==> config.mk <==
export PLATFORM = sky130hd
export DESIGN_NAME = bhq_ram
export DESIGN_NICKNAME = d
export VERILOG_FILES = /design/src/sv/bhq_ram.sv
export SDC_FILE = /design/constraint.sdc
export NUM_CORES = 1
export LEC_CHECK = 0
export ABC_AREA = 0
export BUFFER_PORTS_ARGS = -buffer_cell sky130_fd_sc_hd__buf_2
export CAP_MARGIN = 30
export CORE_ASPECT_RATIO = 1.75
export CORE_MARGIN = 3
export CORE_UTILIZATION = 60
export CTS_CLUSTER_DIAMETER = 100
export CTS_CLUSTER_SIZE = 25
export DETAILED_ROUTE_END_ITERATION = 7
export GPL_ROUTABILITY_DRIVEN = 0
export PLACE_DENSITY_LB_ADDON = 0.12
export SYNTH_ARGS = -nofsm -noshare
export SYNTH_HDL_FRONTEND = slang
export SYNTH_SLANG_ARGS = --single-unit
==> constraint.sdc <==
create_clock -name clk -period 2.5 [get_ports clk]
set_clock_uncertainty 0.2 [all_clocks]
set_input_delay 0.5 -clock clk [delete_from_list [all_inputs] [get_ports clk]]
set_output_delay 0.5 -clock clk [all_outputs]
set_load 0.005 [all_outputs]
==> src/sv/bhq_ram.sv <==
// Generic single-write, single-read RAM with a registered read port.
`default_nettype none

module bhq_ram #(
  parameter int WIDTH = 8,
  parameter int DEPTH = 16
) (
  input  wire logic                     clk,
  input  wire logic                     we,
  input  wire logic [$clog2(DEPTH)-1:0] waddr,
  input  wire logic [WIDTH-1:0]         wdata,
  input  wire logic [$clog2(DEPTH)-1:0] raddr,
  output logic      [WIDTH-1:0]         rdata
);

  logic [WIDTH-1:0] mem [DEPTH];

  always_ff @(posedge clk) begin
    if (we) begin
      mem[waddr] <= wdata;
    end
    rdata <= mem[raddr];
  end

endmodule

`default_nettype wire

# [Word level (Yosys, flattened, before mapping)]
# Memories as Yosys holds them, arrays and structs flattened. A register that Yosys moved wholly into a read port is not among the register bits.
# Cells that the tools add are included.
[totals] reg_bits=0 ram_bits=128 output_inout_bits=8 word_cells=3 mem_count=1
[classes] mux=2
[mem_list] memory="mem" words=16 width=8 rd=1 rd_clocked_by_memory_dff=1 write_ports=1 line_no="16" text="logic [WIDTH-1:0] mem [DEPTH];"
[ops] operator="two-way mux 1 bit" n=2

# [Depth between registers and ports, before layout]
[logic_depth] depth_word=2 mapped_depth=5 mapped_depth_nobuf=3

# [Least setup slack after synthesis]
# OpenSTA, ideal clock, no wires.
[synth_timing] path_type="input port to flip-flop" start="input waddr[2]" end="memory mem[0][0] (enable)" t_arrival_ns=1.610 setup_slack_ns=0.307 cell_stages=2 cell_sequence="or3b_2 -> nor3_1"
[synth_rtl] element="start: declaration" line_no="10" text="input wire logic [$clog2(DEPTH)-1:0] waddr,"
[synth_rtl] element="end: declaration" line_no="16"
# No word-level cell before the write port.

==> flow_summary_export.csv <==
group,metric,value,unit
global_route,grt_pass1_vias,2584,
logic_synthesis,syn-instance-count,229,
route,firstDrtPassIters,4,
logic_synthesis,yosys_warn_count,0,
global_route,antenna_found_initial,0,
clock_network,post_cts.repair.setup_buffers,0,
floorplanning,floorplan.rows,44,
floorplanning,fp.dieArea,9770,um^2
route,drt_iter0_markers,157,
worst_hold_path,min_delay_path_class,"in2reg",
critical_path,timing.setup.critical_path_class,"in2reg",
route,postRouteAntennaNets,0,
clock_network,cts_max_path_buffers,2,
timing,rsz0062_at_grt,"false",
global_route,grt_max_degree,22,
critical_path,r2r_end,"rdata[3]",
route,number_of_vias_after_detailed_routing,2440,
clock_network,cts_tree,"done",
critical_path,slowest_stage,"mux4_1",
timing,timing.setup.tns,0,ps
logic_synthesis,net_count_after_synthesis,247,
critical_path,setup.worst_path.start_class,"primary input",
logic_synthesis,share_of_the_synthesized_area_in_the_top_cell_type,0.7467,
layout,num-nets-final,304,
timing,setup-violations-final,0,
logic_synthesis,average_cell_area_after_synthesis,22.48,um^2
layout,final_layout_size_suffix_gt1_frac,0.3211,
layout,syn2layout_area_growth,20.64,%
critical_path,critical_path.max_stage_delay,600,ps
logic_synthesis,main_area_contributors_after_synthesis,"edfxtp_1 (75%), mux4_2 (7.9%), mux4_1 (7.1%)",
route,detail_route.vias_per_cell,5.894,
logic_synthesis,sequential_cell_area_fraction_in_the_yosys_report,0.7778,
run,cap_viol_max_count,0,
floorplanning,placeableCoreArea,8313,um^2
timing,fmax,587.3,MHz
outcome,run_status,"finished clean",
critical_path,data_required_time_at_the_worst_endpoint,2590,ps
clock_network,clk_pin_slew,60,ps
floorplanning,ios,26,
layout,register_area,4004,um^2
timing,final_hold_viol_count,0,
logic_synthesis,yosys_register_bits,136,
layout,n_fill_cell,447,
clock_network,cts_repair_resize_count,0,
floorplanning,die_x,76.02,um
logic_synthesis,synthesized_cell_area,5147,um^2
placement,place_hpwl,6.021,mm
timing,slew_headroom,0.5983,
critical_path,timing.critical_path.max_delay_family,"multiplexers",
global_route,globalRouteTotalUtil,0.2137,
critical_path,largest_driver_fanout_on_the_critical_path,12,
logic_synthesis,synth_most_common_cell,"edfxtp_1",
route,totalWireLength,9.340,mm
worst_hold_path,hold_start,"wdata[6]",
critical_path,regToRegStartpoint,"mem[1][3]",
critical_path,r2r_cells,3,
clock_network,tritoncts.num_buffers,17,
clock_network,clock_insertion_delay_worst_skew,400,ps
placement,port-buffer-count,25,
power_and_ir_drop,power_per_cell_area,904.5,nW/um^2
logic_synthesis,yosys_most_used_dff,"edfxtp_1",
worst_hold_path,whs_endpoint,"mem[0][6]",
worst_hold_path,worst_hold_path.num_cells,1,
layout,antennaDiodeCount,0,
route,drc,0,
timing,report.final.slew_viol_count,0,
critical_path,worst_path_buf_inv,2,
clock_network,ctsHoldBuffers,0,
timing,worstMarginPinSlew,600.4,ps
timing,finalCritPeriodShare,0.6811,
logic_synthesis,synth_top_cells_by_count,"edfxtp_1 (128), mux4_2 (18), a22oi_1 (16)",
floorplanning,initial_core_util,0.6192,
timing,finalCriticalPeriod,1703,ps
logic_synthesis,synth_enable_flop_cells,128,
critical_path,worst_setup_path_startpoint,"raddr[0]",
power_and_ir_drop,power.static_leakage,2.143,nW
clock_network,clock_tree.htree_level_count,4,
critical_path,data_arrival_time_of_the_critical_path,1800,ps
floorplanning,die_h,128.5,um
clock_network,count_of_clock_tree_sinks,136,
critical_path,worst-r2r-setup-slack,940,ps
layout,area_of_combinational_cells_with_multiple_inputs,1057,um^2
global_route,grt_overflow_total,0,
placement,dp_slack,418.0,ps
critical_path,worstPathCellList,"buf_2, buf_4, mux4_1, a22oi_1, nand2_1",
critical_path,worstSetupEndpointType,"flop",
global_route,grt_pass1_wl,14.81,mm
power_and_ir_drop,power.ir.vdd_worst,0.0008943,V
logic_synthesis,yosys.cell_types.count,19,
logic_synthesis,yosysTopAreaCell,"edfxtp_1",
timing,postLayoutSetupSlackWorst,797.2,ps
clock_network,clock_tree.root_cell,"clkbuf_16",
logic_synthesis,synthArstFlopShare,0,
route,post_drt_wl_per_cell,22.56,um
## cell families (layout without fill, tap and decap cells)
| logic type | count (synthesis) | in the layout | share of synthesized area |
|---|---|---|---|
| simple gates | 35 | 35 | 0.03184 |
| mux | 32 | 32 | 0.1502 |
| flops | 136 | 136 | 0.7778 |
| compound gates | 16 | 16 | 0.02334 |
| buf+inv | 10 | 80 | 0.01677 |
## layout make-up
| cell class | count | area share |
|---|---|---|
| tap | 115 | 0.02317 |
| multi-input combinational | 83 | 0.1703 |
| timing repair buffer | 48 | 0.05198 |
| clock buffer | 18 | 0.06911 |
| sequential | 136 | 0.6448 |
| clock inverter | 14 | 0.04070 |
## worst max path at each step
stage | to | cells after the start | slack [ps]
final | rdata[3] | 5 | 800
after global routing | rdata[3] | 5 | 690
after CTS | rdata[3] | 5 | 820
after detailed placement | rdata[5] | 5 | 420
after global placement | rdata[5] | 5 | 400
after floorplan | mem[0][0] | 2 | 310
## state kept, by name, indices dropped and copies added, names as in the netlist
name   flops
mem      128
rdata      8
## per-stage QoR
stage,instance area (um^2),power [mW],hold slack [ps],util,cells
after CTS,6210,5.673,260.1,0.7470,414
final,6210,5.617,277.6,0.7470,414
after global routing,6210,5.800,275.7,0.7470,414
after detailed placement,5528,2.843,457.5,0.6650,382
after floorplan,5147,2.738,398.9,-,229
after global placement,5528,2.838,448.6,0.6650,382
## metal layers
metal  global-route usage  wire length (um)
met1               0.2530              3564
met2               0.3635              5231
met3              0.05532               396
met4               0.1131               148
met5                    0                 0
## worst register-to-register path, stage by stage, from the launching register on
cell and delay [ps]:
edfxtp_1 390, mux4_1 530, a22oi_1 240, nand2_1 80
## layout by cell type, fill, tap and decap left out, drive strengths merged
cell type and n:
edfxtp 128, buf 48, mux4 32, clkbuf 18
a22oi 16, nor2 13, nand2 9, dfxtp 8
bufinv 7, nor3 4, clkinvlp 4, clkinv 3
nand3b 2, nand2b 2, nor2b 1, and2 1
and2b 1, nand3 1, or3b 1
## report_power, final
group          switching, mW  leakage (nW)  total [mW]  internal (mW)
sequential            0.0131          1.22        2.56           2.55
clock                  0.862         0.317        2.82           1.96
combinational          0.128         0.602       0.232          0.104
Note: power is estimated with default switching activity, not from simulation.
